<file path="src/design/ilir_pkg.sv">
`timescale 1ns / 1ps
// ----------------------------------------------------------------------------
// ilir_pkg
// Shared types and constants for the indexed list insert/remove core.
// ----------------------------------------------------------------------------
package ilir_pkg;

	localparam int MAX_ENTRIES_DEF = 16;
	localparam int DATA_W          = 32;
	localparam int POS_W           = 8;
	localparam int CNT_W           = 9;

	typedef enum logic [2:0] {
		FUNC_READ   = 3'd0,
		FUNC_WRITE  = 3'd1,
		FUNC_INSERT = 3'd2,
		FUNC_REMOVE = 3'd3,
		FUNC_RESIZE = 3'd4
	} func_t;

	typedef enum logic [1:0] {
		ST_OK    = 2'd0,
		ST_RANGE = 2'd1,
		ST_FULL  = 2'd2,
		ST_EMPTY = 2'd3
	} status_t;

	// what every cell of the row does in the current cycle
	typedef enum logic [2:0] {
		CMD_NONE   = 3'd0,
		CMD_WRITE  = 3'd1,
		CMD_INSERT = 3'd2,
		CMD_REMOVE = 3'd3,
		CMD_GROW   = 3'd4
	} cmd_op_t;

	typedef struct packed {
		cmd_op_t           op;
		logic [CNT_W-1:0]  pos;
		logic [CNT_W-1:0]  len;
		logic [CNT_W-1:0]  newlen;
		logic [DATA_W-1:0] data;
	} cmd_t;

endpackage

</file>
<file path="src/design/ilir_cell.sv">
`timescale 1ns / 1ps
// ----------------------------------------------------------------------------
// ilir_cell
// One entry of the list: loads, shifts from a neighbor or clears itself
// according to the broadcast command, and drives its word on a read match.
// ----------------------------------------------------------------------------
module ilir_cell #(
	parameter int IDX = 0
) (
	input  logic                       clk,
	input  logic                       arst_n,
	input  ilir_pkg::cmd_t             cmd,
	input  logic [ilir_pkg::DATA_W-1:0] prev_data,
	input  logic [ilir_pkg::DATA_W-1:0] next_data,
	output logic [ilir_pkg::DATA_W-1:0] data,
	output logic [ilir_pkg::DATA_W-1:0] rd_data
);

	localparam logic [ilir_pkg::CNT_W-1:0] IDX_V = ilir_pkg::CNT_W'(IDX);

	logic [ilir_pkg::DATA_W-1:0] data_q;
	logic [ilir_pkg::CNT_W:0]    idx_plus1;

	assign idx_plus1 = {1'b0, IDX_V} + (ilir_pkg::CNT_W+1)'(1);

	always_ff @(posedge clk or negedge arst_n) begin
		if (!arst_n) begin
			data_q <= '0;
		end else begin
			unique case (cmd.op)
				ilir_pkg::CMD_WRITE: begin
					if (IDX_V == cmd.pos) data_q <= cmd.data;
				end
				ilir_pkg::CMD_INSERT: begin
					if (IDX_V == cmd.pos) data_q <= cmd.data;
					else if (IDX_V > cmd.pos && IDX_V <= cmd.len) data_q <= prev_data;
				end
				ilir_pkg::CMD_REMOVE: begin
					// the last valid entry keeps its stale word
					if (IDX_V >= cmd.pos && idx_plus1 < {1'b0, cmd.len}) data_q <= next_data;
				end
				ilir_pkg::CMD_GROW: begin
					if (IDX_V >= cmd.len && IDX_V < cmd.newlen) data_q <= '0;
				end
				default: begin
					data_q <= data_q;
				end
			endcase
		end
	end

	assign data    = data_q;
	assign rd_data = (IDX_V == cmd.pos) ? data_q : '0;

endmodule

</file>
<file path="src/design/indexed_list_insert_remove_core.sv">
`timescale 1ns / 1ps
// ----------------------------------------------------------------------------
// indexed_list_insert_remove_core
// Ordered list of signed 32-bit words with read, write, insert, remove and
// resize at a position, one result per operation.
// ----------------------------------------------------------------------------
// The core takes one operation per clock cycle and returns its result in the
// next cycle through an output register, so throughput stays at one item per
// cycle as long as the result side keeps taking transfers. The list lives in a
// row of MAX_ENTRIES entry cells that all update in the same cycle, so an
// insert or remove shifts the whole tail at once; a read selects the matching
// cell's word. After reset the list is empty and every entry reads as zero.
// ----------------------------------------------------------------------------
module indexed_list_insert_remove_core #(
	parameter int MAX_ENTRIES = ilir_pkg::MAX_ENTRIES_DEF
) (
	input  logic        clk,
	input  logic        arst_n,
	input  logic        s_tvalid,
	output logic        s_tready,
	input  logic [55:0] s_tdata,  // position[7:0], write_data[39:8], new_length[48:40], zero
	input  logic [2:0]  s_tuser,  // func[2:0]
	output logic        m_tvalid,
	input  logic        m_tready,
	output logic [47:0] m_tdata,  // read_data[31:0], list_length[40:32], zero
	output logic [1:0]  m_tuser   // status[1:0]
);

	localparam int LW = $clog2(MAX_ENTRIES + 1);
	localparam logic [ilir_pkg::CNT_W-1:0] MAX_V = ilir_pkg::CNT_W'(MAX_ENTRIES);

	logic                          accept;
	ilir_pkg::func_t               func;
	logic [ilir_pkg::CNT_W-1:0]    pos9;
	logic [ilir_pkg::DATA_W-1:0]   wdata;
	logic [ilir_pkg::CNT_W-1:0]    newlen;
	logic [ilir_pkg::CNT_W-1:0]    len9;

	logic [LW-1:0]                 len_q;
	logic [LW-1:0]                 len_d;
	ilir_pkg::status_t             st_d;
	ilir_pkg::cmd_op_t             op_d;
	logic                          rd_ok;
	ilir_pkg::cmd_t                cmd;

	logic [ilir_pkg::DATA_W-1:0]   cell_data [MAX_ENTRIES];
	logic [ilir_pkg::DATA_W-1:0]   cell_rd   [MAX_ENTRIES];
	logic [ilir_pkg::DATA_W-1:0]   rd_any;

	logic                          m_valid_q;
	logic [ilir_pkg::DATA_W-1:0]   rdata_q;
	logic [ilir_pkg::CNT_W-1:0]    olen_q;
	ilir_pkg::status_t             status_q;

	assign func   = ilir_pkg::func_t'(s_tuser);
	assign pos9   = {1'b0, s_tdata[7:0]};
	assign wdata  = s_tdata[39:8];
	assign newlen = s_tdata[48:40];
	assign len9   = ilir_pkg::CNT_W'(len_q);

	assign s_tready = !m_valid_q || m_tready;
	assign accept   = s_tvalid && s_tready;

	always_comb begin
		len_d = len_q;
		st_d  = ilir_pkg::ST_OK;
		op_d  = ilir_pkg::CMD_NONE;
		rd_ok = 1'b0;
		unique case (func)
			ilir_pkg::FUNC_READ: begin
				if (pos9 < len9) rd_ok = 1'b1;
				else st_d = ilir_pkg::ST_RANGE;
			end
			ilir_pkg::FUNC_WRITE: begin
				if (pos9 < len9) op_d = ilir_pkg::CMD_WRITE;
				else st_d = ilir_pkg::ST_RANGE;
			end
			ilir_pkg::FUNC_INSERT: begin
				// position is checked before fullness
				priority if (pos9 > len9) begin
					st_d = ilir_pkg::ST_RANGE;
				end else if (len9 >= MAX_V) begin
					st_d = ilir_pkg::ST_FULL;
				end else begin
					op_d  = ilir_pkg::CMD_INSERT;
					len_d = LW'(len_q + 1'b1);
				end
			end
			ilir_pkg::FUNC_REMOVE: begin
				priority if (len9 == '0) begin
					st_d = ilir_pkg::ST_EMPTY;
				end else if (pos9 >= len9) begin
					st_d = ilir_pkg::ST_RANGE;
				end else begin
					op_d  = ilir_pkg::CMD_REMOVE;
					len_d = LW'(len_q - 1'b1);
				end
			end
			ilir_pkg::FUNC_RESIZE: begin
				if (newlen > MAX_V) begin
					st_d = ilir_pkg::ST_RANGE;
				end else begin
					op_d  = ilir_pkg::CMD_GROW;
					len_d = newlen[LW-1:0];
				end
			end
			default: begin
				st_d = ilir_pkg::ST_OK;
			end
		endcase
	end

	always_comb begin
		cmd.op     = accept ? op_d : ilir_pkg::CMD_NONE;
		cmd.pos    = pos9;
		cmd.len    = len9;
		cmd.newlen = newlen;
		cmd.data   = wdata;
	end

	for (genvar i = 0; i < MAX_ENTRIES; i++) begin : g_cell
		logic [ilir_pkg::DATA_W-1:0] prev_w;
		logic [ilir_pkg::DATA_W-1:0] next_w;

		if (i == 0) begin : g_first
			assign prev_w = '0;
		end else begin : g_prev
			assign prev_w = cell_data[i-1];
		end
		if (i == MAX_ENTRIES - 1) begin : g_last
			assign next_w = '0;
		end else begin : g_next
			assign next_w = cell_data[i+1];
		end

		ilir_cell #(
			.IDX(i)
		) u_cell (
			.clk      (clk),
			.arst_n   (arst_n),
			.cmd      (cmd),
			.prev_data(prev_w),
			.next_data(next_w),
			.data     (cell_data[i]),
			.rd_data  (cell_rd[i])
		);
	end

	always_comb begin
		rd_any = '0;
		for (int i = 0; i < MAX_ENTRIES; i++) begin
			rd_any = rd_any | cell_rd[i];
		end
	end

	always_ff @(posedge clk or negedge arst_n) begin
		if (!arst_n) begin
			len_q     <= '0;
			m_valid_q <= 1'b0;
		end else begin
			if (accept) begin
				len_q     <= len_d;
				m_valid_q <= 1'b1;
			end else if (m_tready) begin
				m_valid_q <= 1'b0;
			end
		end
	end

	always_ff @(posedge clk) begin
		if (accept) begin
			rdata_q  <= rd_ok ? rd_any : '0;
			olen_q   <= ilir_pkg::CNT_W'(len_d);
			status_q <= st_d;
		end
	end

	assign m_tvalid = m_valid_q;
	assign m_tdata  = {7'd0, olen_q, rdata_q};
	assign m_tuser  = status_q;

`ifndef SYNTHESIS
	a_len_bound: assert property (@(posedge clk) disable iff (!arst_n)
		len9 <= MAX_V)
		else $error("list length above capacity");

	a_result_follows: assert property (@(posedge clk) disable iff (!arst_n)
		accept |=> m_tvalid)
		else $error("accepted operation gave no result");

	a_fail_keeps_len: assert property (@(posedge clk) disable iff (!arst_n)
		accept && st_d != ilir_pkg::ST_OK |=> $stable(len_q))
		else $error("failing operation changed the length");

	a_err_zero_data: assert property (@(posedge clk) disable iff (!arst_n)
		m_valid_q && status_q != ilir_pkg::ST_OK |-> rdata_q == '0)
		else $error("error result carries nonzero read data");
`endif

endmodule

</file>
<file path="config.mk">
export PLATFORM = sky130hd
export DESIGN_NAME = indexed_list_insert_remove_core
export DESIGN_NICKNAME = d
export VERILOG_FILES = /design/src/design/ilir_pkg.sv /design/src/design/ilir_cell.sv /design/src/design/indexed_list_insert_remove_core.sv
export SDC_FILE = /design/constraint.sdc
export NUM_CORES = 2
export LEC_CHECK = 0
export BUFFER_PORTS_ARGS = -buffer_cell sky130_fd_sc_hd__buf_4
export CAP_MARGIN = 40
export CELL_PAD_IN_SITES_DETAIL_PLACEMENT = 0
export CELL_PAD_IN_SITES_GLOBAL_PLACEMENT = 2
export CORE_ASPECT_RATIO = 0.7
export CORE_MARGIN = 1.5
export CORE_UTILIZATION = 37
export DETAILED_ROUTE_END_ITERATION = 8
export PLACE_DENSITY = 0.8
export SETUP_SLACK_MARGIN = 0.2
export SLEW_MARGIN = 40
export SYNTH_ARGS = -nofsm -noshare
export SYNTH_HDL_FRONTEND = slang
export SYNTH_SLANG_ARGS = --single-unit
</file>
<file path="constraint.sdc">
create_clock -name clk -period 3.5 [get_ports clk]
set_clock_uncertainty 0.2 [all_clocks]
set_input_delay 0.175 -clock clk [delete_from_list [all_inputs] [get_ports clk]]
set_output_delay 0.175 -clock clk [all_outputs]
set_load 0.05 [all_outputs]
</file>
Word level (Yosys, flattened, before mapping)
Cells that the tools add are included.
- add/sub/neg operators: 2
- $lt $le $gt $ge: 101
- eq/ne operators: 87
- multiplexer cells: 137
- bitwise gates (word level): 15
- reduce and logical (&&, ||, !) cells: 73
- operator list (kind ; count):
    32-bit two-way mux ; 96
    32-bit one-hot mux with 4 select lines ; 16
    32-bit bitwise OR ; 15
    2-bit by 1-bit inequality test with 1-bit output, second input constant ; 48
    5-bit AND reduction ; 16
    4-bit by 9-bit less-than comparator with 1-bit output, first input constant ; 8
    4-bit by 8-bit == test with 1-bit output, first input constant ; 8
    4-bit by 8-bit >= comparator with 1-bit output, first input constant ; 8
    4-bit by 8-bit > comparator with 1-bit output, first input constant ; 8
    1-bit logical AND ; 49
    3-bit by 1-bit inequality test with 1-bit output, second input constant ; 16
    4-bit by 5-bit >= comparator with 1-bit output, first input constant ; 8
    4-bit by 5-bit less-or-equal comparator with 1-bit output, first input constant ; 8
    4-bit by 5-bit less-than comparator with 1-bit output, first input constant ; 8
    3-bit by 9-bit less-than comparator with 1-bit output, first input constant ; 4
    3-bit by 8-bit == test with 1-bit output, first input constant ; 4
    3-bit by 8-bit >= comparator with 1-bit output, first input constant ; 4
    3-bit by 8-bit > comparator with 1-bit output, first input constant ; 4
    5-bit two-way mux ; 5
    3-bit by 5-bit >= comparator with 1-bit output, first input constant ; 4
    3-bit by 5-bit less-or-equal comparator with 1-bit output, first input constant ; 4
    3-bit by 5-bit less-than comparator with 1-bit output, first input constant ; 4
    9-bit logical NOT ; 2
    1-bit by 9-bit less-than comparator with 1-bit output, first input constant ; 2
    36 further kinds ; 66
- flip-flop bits (word level): 557
- bits of input ports: 63
- output and inout port bits: 52

Depth between registers and ports, before layout
- word-level depth: 17
- mapped depth: 13
- gate-level depth less buffers: 10

Cells and area by module
From an unflattened synthesis, not the netlist that was laid out.
- cell total of the unflattened synthesis: 4038
- area, all modules: 39427.8 sq um
- modules (own cells, without submodules) (module ; times used ; cells an instance ; area each (sq um)):
    indexed_list_insert_remove_core ; 1 ; 391 ; 3528.4
    ilir_cell at g_cell[7].u_cell ; 1 ; 311 ; 2662.6
    ilir_cell at g_cell[14].u_cell ; 1 ; 315 ; 2583.7
    ilir_cell at g_cell[0].u_cell ; 1 ; 271 ; 2501.1
    ilir_cell at g_cell[10].u_cell ; 1 ; 233 ; 2409.8
    ilir_cell at g_cell[4].u_cell ; 1 ; 209 ; 2343.5
    ilir_cell at g_cell[8].u_cell ; 1 ; 234 ; 2274.7
    ilir_cell at g_cell[12].u_cell ; 1 ; 209 ; 2252.2
    ilir_cell at g_cell[6].u_cell ; 1 ; 209 ; 2192.1
    ilir_cell at g_cell[5].u_cell ; 1 ; 205 ; 2189.6
    ilir_cell at g_cell[9].u_cell ; 1 ; 209 ; 2107.0
    ilir_cell at g_cell[11].u_cell ; 1 ; 207 ; 2099.5
    ilir_cell at g_cell[3].u_cell ; 1 ; 211 ; 2095.8
    ilir_cell at g_cell[2].u_cell ; 1 ; 207 ; 2082.0
    3 more rows ; - ; - ; -

Least setup slack after synthesis
Ideal clock, no wire load.
- kind: register to register
- from: register m_valid_q (netlist: m_tvalid)
- to: register g_cell[10].u_cell.data_q (netlist bit g_cell[10].u_cell.data[30])
- arrival: 3464 ps
- required time: 3223 ps
- slack: -242 ps
- stages on the path, launching flop included: 12
- buffers on the path: 4
- period minus slack after synthesis: 3742 ps
- cells stage by stage: dfrtp_1 -> nand2b_1 -> nand2_1 -> inv_2 -> nand2b_1 -> clkbuf_1 -> nor3_2 -> clkbuf_1 -> clkbuf_1 -> clkbuf_1 -> a221oi_1 -> a21oi_1
- word-level cells in the longest chain between the ends: 7
- elaborated cells between the ends (all ways): 15
- those cells by class: eq/ne: 8; mux: 2; reduce/logical: 5
- RTL lines (item ; line ; text):
    from (decl) ; indexed_list_insert_remove_core.sv:50 ; logic m_valid_q;
    from (signal assigned) ; indexed_list_insert_remove_core.sv:159 ; m_valid_q <= 1'b0;
    from (signal assigned) ; indexed_list_insert_remove_core.sv:163 ; m_valid_q <= 1'b1;
    from (signal assigned) ; indexed_list_insert_remove_core.sv:165 ; m_valid_q <= 1'b0;
    1-bit logical NOT * ; indexed_list_insert_remove_core.sv:61 ; assign s_tready = !m_valid_q || m_tready;
    1-bit logical OR * ; indexed_list_insert_remove_core.sv:61 ;
    named net s_tready ; indexed_list_insert_remove_core.sv:20 ; output logic s_tready,
    1-bit logical AND * ; indexed_list_insert_remove_core.sv:62 ; assign accept = s_tvalid && s_tready;
    named net accept ; indexed_list_insert_remove_core.sv:32 ; logic accept;
    3-bit two-way mux * ; indexed_list_insert_remove_core.sv:114 ; cmd.op = accept ? op_d : ilir_pkg::CMD_NONE;
    3-bit by 2-bit == test with 1-bit output, or another cell as far along ; ilir_cell.sv:30 ; unique case (cmd.op)
    3-bit by 1-bit inequality test with 1-bit output (no line), or another cell as far along ; - ;
    5-bit AND reduction (no line) ; - ;
    to (signal assigned) ; ilir_cell.sv:32 ; if (IDX_V == cmd.pos) data_q <= cmd.data;
    to (signal assigned) ; ilir_cell.sv:35 ; if (IDX_V == cmd.pos) data_q <= cmd.data;
    to (signal assigned) ; ilir_cell.sv:36 ; else if (IDX_V > cmd.pos && IDX_V <= cmd.len) data_q <= prev_data;
    to (decl) ; ilir_cell.sv:21 ; logic [ilir_pkg::DATA_W-1:0] data_q;
The timed path passes the listed nets; every way through them passes the cells marked *.
A chain may end at the register's enable or synchronous reset.

Worst setup path after layout
- from: register len_q[3]
- to: register g_cell[13].u_cell.data_q (netlist bit g_cell[13].u_cell.data[31])
- word-level cells in the longest chain between the ends: 8
- elaborated cells between the ends (all ways): 29
- those cells by class: order compare: 7; eq/ne: 8; mux: 8; reduce/logical: 6
- RTL lines (item ; line ; text):
    from (decl) ; indexed_list_insert_remove_core.sv:39 ; logic [LW-1:0] len_q;
    from (signal assigned) ; indexed_list_insert_remove_core.sv:162 ; len_q <= len_d;
    8-bit by 5-bit >= comparator with 1-bit output or 5-bit >= comparator (tied branches) ; indexed_list_insert_remove_core.sv:92, indexed_list_insert_remove_core.sv:82 ;
    2-bit two-way mux, on equally long branches ; indexed_list_insert_remove_core.sv:92, indexed_list_insert_remove_core.sv:82 ;
    2-bit two-way mux, on equally long branches ; indexed_list_insert_remove_core.sv:90, indexed_list_insert_remove_core.sv:80 ;
    3-bit one-hot mux with 4 select lines ; indexed_list_insert_remove_core.sv:69 ; unique case (func)
    3-bit two-way mux ; indexed_list_insert_remove_core.sv:114 ;
    3-bit by 2-bit == test with 1-bit output, or another cell as far along ; ilir_cell.sv:30 ;
    3-bit by 1-bit inequality test with 1-bit output (no line), or another cell as far along ; - ;
    5-bit AND reduction (no line) ; - ;
    to (signal assigned) ; ilir_cell.sv:32 ;
    to (signal assigned) ; ilir_cell.sv:35 ;
    to (signal assigned) ; ilir_cell.sv:36 ;
    to (decl) ; ilir_cell.sv:21 ;
Several ways; a longest one is shown, not always the timed one.

==> flow_metrics.py <==
metrics = {
    "power_and_ir_drop": {
        "peakVddDrop_uv": 400.8,
        "leakage_uw": 0.01852,
        "total_power_uw": 21690,
        "pwr_density_cell_nw_per_um2": 484.1,
    },
    "yosys": {
        "syn_area_um2": 35930,
        "ys_warn_count": 0,
        "synth_ff_type": "dfrtp_1",
        "synth_cell_types": 77,
        "seq_area_frac_synth": 0.3933,
        "ys_seq_elements": 557,
        "synth_cells": 3838,
        "syn_avg_cell_area_um2": 9.362,
        "synthArstFlopShare": 0.9300,
        "synth_edf_count": 39,
    },
    "routing": {
        "wl_per_cell_um": 31.86,
        "vias": 35630,
        "drcViolationCount": 0,
        "wirelength_mm": 169.1,
        "antenna_left": 0,
        "first_pass_iters": 6,
        "via_per_inst": 6.714,
        "initialDrtViolationCount": 5325,
    },
    "die": {
        "core_area_um2": 96040,
        "start_util": 0.3741,
        "dieArea_um2": 99020,
        "die_x_um": 375.5,
        "rows": 95,
        "pin_count": 115,
        "fp.dieH_um": 263.7,
    },
    "cts": {
        "path_clk_slew_ns": 0.06,
        "clock_latency_ns": 0.66,
        "cts_max_level": 3,
        "numCtsBuffers": 66,
        "cts_sinks": 557,
        "cts_root_buf": "clkbuf_16",
        "clock_path_buffers": 3,
        "cts_tree": "yes",
    },
    "timing": {
        "post-route-min-period_ns": 3.336,
        "fin_tns_setup_ns": 0,
        "rsz0062_at_grt": "true",
        "fmax_ghz": 0.2998,
        "period_share": 0.9532,
        "finalHoldViolations": 0,
        "max-slew-margin-rel": 0.4863,
        "setup_viol": 0,
        "worst_pin_slew_ns": 0.7511,
        "drv_slew": 0,
        "hold-worst-slack_ns": 0.07261,
    },
    "grt": {
        "grt_pass1_vias": 32420,
        "grt.total_usage": 0.3071,
        "antenna_found_initial": 7,
        "grt_pass1_wl_mm": 229.3,
        "grt_max_degree": 85,
        "overflow": 0,
    },
    "setup_path": {
        "arrival_ns": 3.70,
        "critPathRequiredTime_ns": 3.87,
        "cp_cell_sequence": "or4_4 > o21ai_4 > buf_6 > nand3_4 > nor2_4 > o21ai_4 > clkbuf_16 > a221oi_4 > buf_6 > clkbuf_16 > clkbuf_16 > nor2_4 > a21oi_1",
        "critPathLaunchType": "register",
        "crit_top_cell": "clkbuf_16",
        "crit_buf_inv": 5,
        "crit_path_max_fanout": 5,
        "cp_top_family": "buffers and inverters",
        "endpoint_kind": "register",
        "slowest_stage": "or4_4",
        "crit_type": "reg2reg",
        "critPathMaxStageDelay_ns": 0.58,
    },
    "flow_run": {
        "maxCapViolations": 0,
    },
    "place": {
        "hpwl_mm": 92.93,
        "portBuffers": 96,
        "gp_congestion": 0.9097,
    },
    "hold_path": {
        "hold_path.class": "in2async",
    },
    "run_status": {
        "status": "finished, final reports clean",
    },
    "final_layout": {
        "nets": 4064,
        "area_delta_synth_final_pct": 24.71,
        "drive_gt1_frac": 0.3028,
    },
}
==> where the power goes <==
part	leakage, uW	switching, uW	internal [uW]
clock	0.00107	3110	4090
combinational	0.0102	2320	2360
sequential	0.00725	1800	8010
==> final cells by class <==
type | count | area (um^2)
diodes | 3 | 7.507
fillers | 9009 | 51230
repair buffers | 494 | 6035
well taps | 1261 | 1578
clock inverters | 21 | 231.5
clock buffers | 98 | 1944
flip-flops and latches | 557 | 14130
multi-input cells | 2858 | 20820
inverters | 14 | 57.56
==> worst register-to-register path: stages, from the launching register on <==
cell and delay [ns]:
dfrtp_1 0.42, or4_4 0.58, o21ai_4 0.20, buf_6 0.14
nand3_4 0.08, nor2_4 0.21, o21ai_4 0.14, clkbuf_16 0.24
a221oi_4 0.36, buf_6 0.16, clkbuf_16 0.18, clkbuf_16 0.21
nor2_4 0.04, a21oi_1 0.10
==> per-layer routing <==
metal  vias to the layer above  part of all wire  global-route usage
met5                         -           0.00014                   0
met4                         4             0.036             0.07922
met3                       363              0.13             0.06999
met2                      2346              0.40              0.4219
met1                     17880              0.44              0.4755
li1                      15040                 -                   -
==> through the flow <==
step / worst slack, ns / util / std cells / area (um^2)
2_1_floorplan: 0.2066 / - / 3848 / 35980
3_3_place_gp: 0.1317 / 0.4164 / 5059 / 39990
3_5_place_dp: 0.01950 / 0.4164 / 5059 / 39990
4_1_cts: 0.1832 / 0.4467 / 5233 / 42900
5_1_grt: 0.1008 / 0.4665 / 5303 / 44800
6_report: 0.1639 / 0.4666 / 5306 / 44810
==> repair_timing <==
| item | 4_1_cts | 5_1_grt |
|---|---|---|
| buffers inserted | 6 | 31 |
| hold buffers | 46 | 0 |
| setup endpoints to repair | 495 | 514 |
| pin swaps | 4 | 28 |
| cloned | 3 | 39 |
| endpoints found under the hold margin | 1002 | 0 |
| gates resized for setup | 27 | 184 |
==> worst paths after layout <==
kind | startpoint | end | slack [ns] | cells past startpoint
max in group asynchronous | arst_n | g_cell[6].u_cell.data[25] | 2.39 | 3
worst max register to register | len_q[3] | g_cell[13].u_cell.data[31] | 0.16 | 13
worst min register to register | g_cell[15].u_cell.data[12] | g_cell[15].u_cell.data[12] | 0.32 | 2
min in group clk | s_tdata[4] | g_cell[10].u_cell.data[20] | 0.16 | 9
worst min-delay path | arst_n | g_cell[3].u_cell.data[2] | 0.07 | 3
worst max-delay path | len_q[3] | g_cell[13].u_cell.data[31] | 0.16 | 13
==> flip-flops by register name (all words and copies together) (netlist names) <==
signal,count
m_tvalid,1
olen_q,5
g_cell.u_cell.data,512
len_q,5
rdata_q,32
m_tuser,2
==> placed cells by master (no fill, tap or decap), types with 37 or more instances in the layout <==
cell type	count
buf_12	97
nand2_1	401
dlygate4sd3_1	45
a21oi_1	393
a22oi_1	137
nor2_1	341
a211oi_1	66
clkbuf_16	101
a221oi_1	327
dfrtp_1	517
mux2_2	423
buf_4	282
o21ai_0	117
a22o_1	51
nand3_1	37
a221o_1	65
edfxtp_1	39
==> cells in the mapped netlist (7+ instances only) <==
master / count / share of area
dfrtp_1: 518 / 0.36
mux2_2: 425 / 0.13
nand2_1: 418 / 0.044
a21oi_1: 404 / 0.056
nor2_1: 373 / 0.039
a221oi_1: 345 / 0.084
clkbuf_1: 271 / 0.028
a22oi_1: 137 / 0.029
o21ai_0: 132 / 0.018
buf_2: 113 / 0.016
a211oi_1: 71 / 0.015
a221o_1: 65 / 0.018
a22o_1: 51 / 0.012
nand3_1: 45 / 0.0063
edfxtp_1: 39 / 0.033
a222oi_1: 35 / 0.0098
mux2i_1: 31 / 0.0086
and2_4: 30 / 0.0073
mux2_4: 30 / 0.013
o21ai_1: 28 / 0.0039
a31oi_1: 25 / 0.0044
a2111oi_0: 19 / 0.0046
nor3_1: 17 / 0.0024
buf_4: 15 / 0.0031
inv_1: 13 / 0.0014
buf_1: 12 / 0.0013
a221oi_4: 10 / 0.0073
ha_1: 10 / 0.0035
and3_1: 9 / 0.0016
buf_6: 9 / 0.0028
nand2b_1: 9 / 0.0016
nand4_1: 9 / 0.0016
mux4_2: 8 / 0.0050
o32ai_1: 8 / 0.0020
nor4_1: 7 / 0.0012
o22ai_1: 7 / 0.0012
==> logic make-up after synthesis <==
family	synth area share
multiplexers	0.1594
XOR/XNOR	0.0002438
other	0.0001044
adder cells (fa/ha/maj)	0.003482
flip-flops	0.3933
AO/OA/AOI/OAI	0.2764
buffers and inverters	0.05272
AND/OR/NAND/NOR	0.1143
Note: power is estimated with default switching activity, not from simulation.
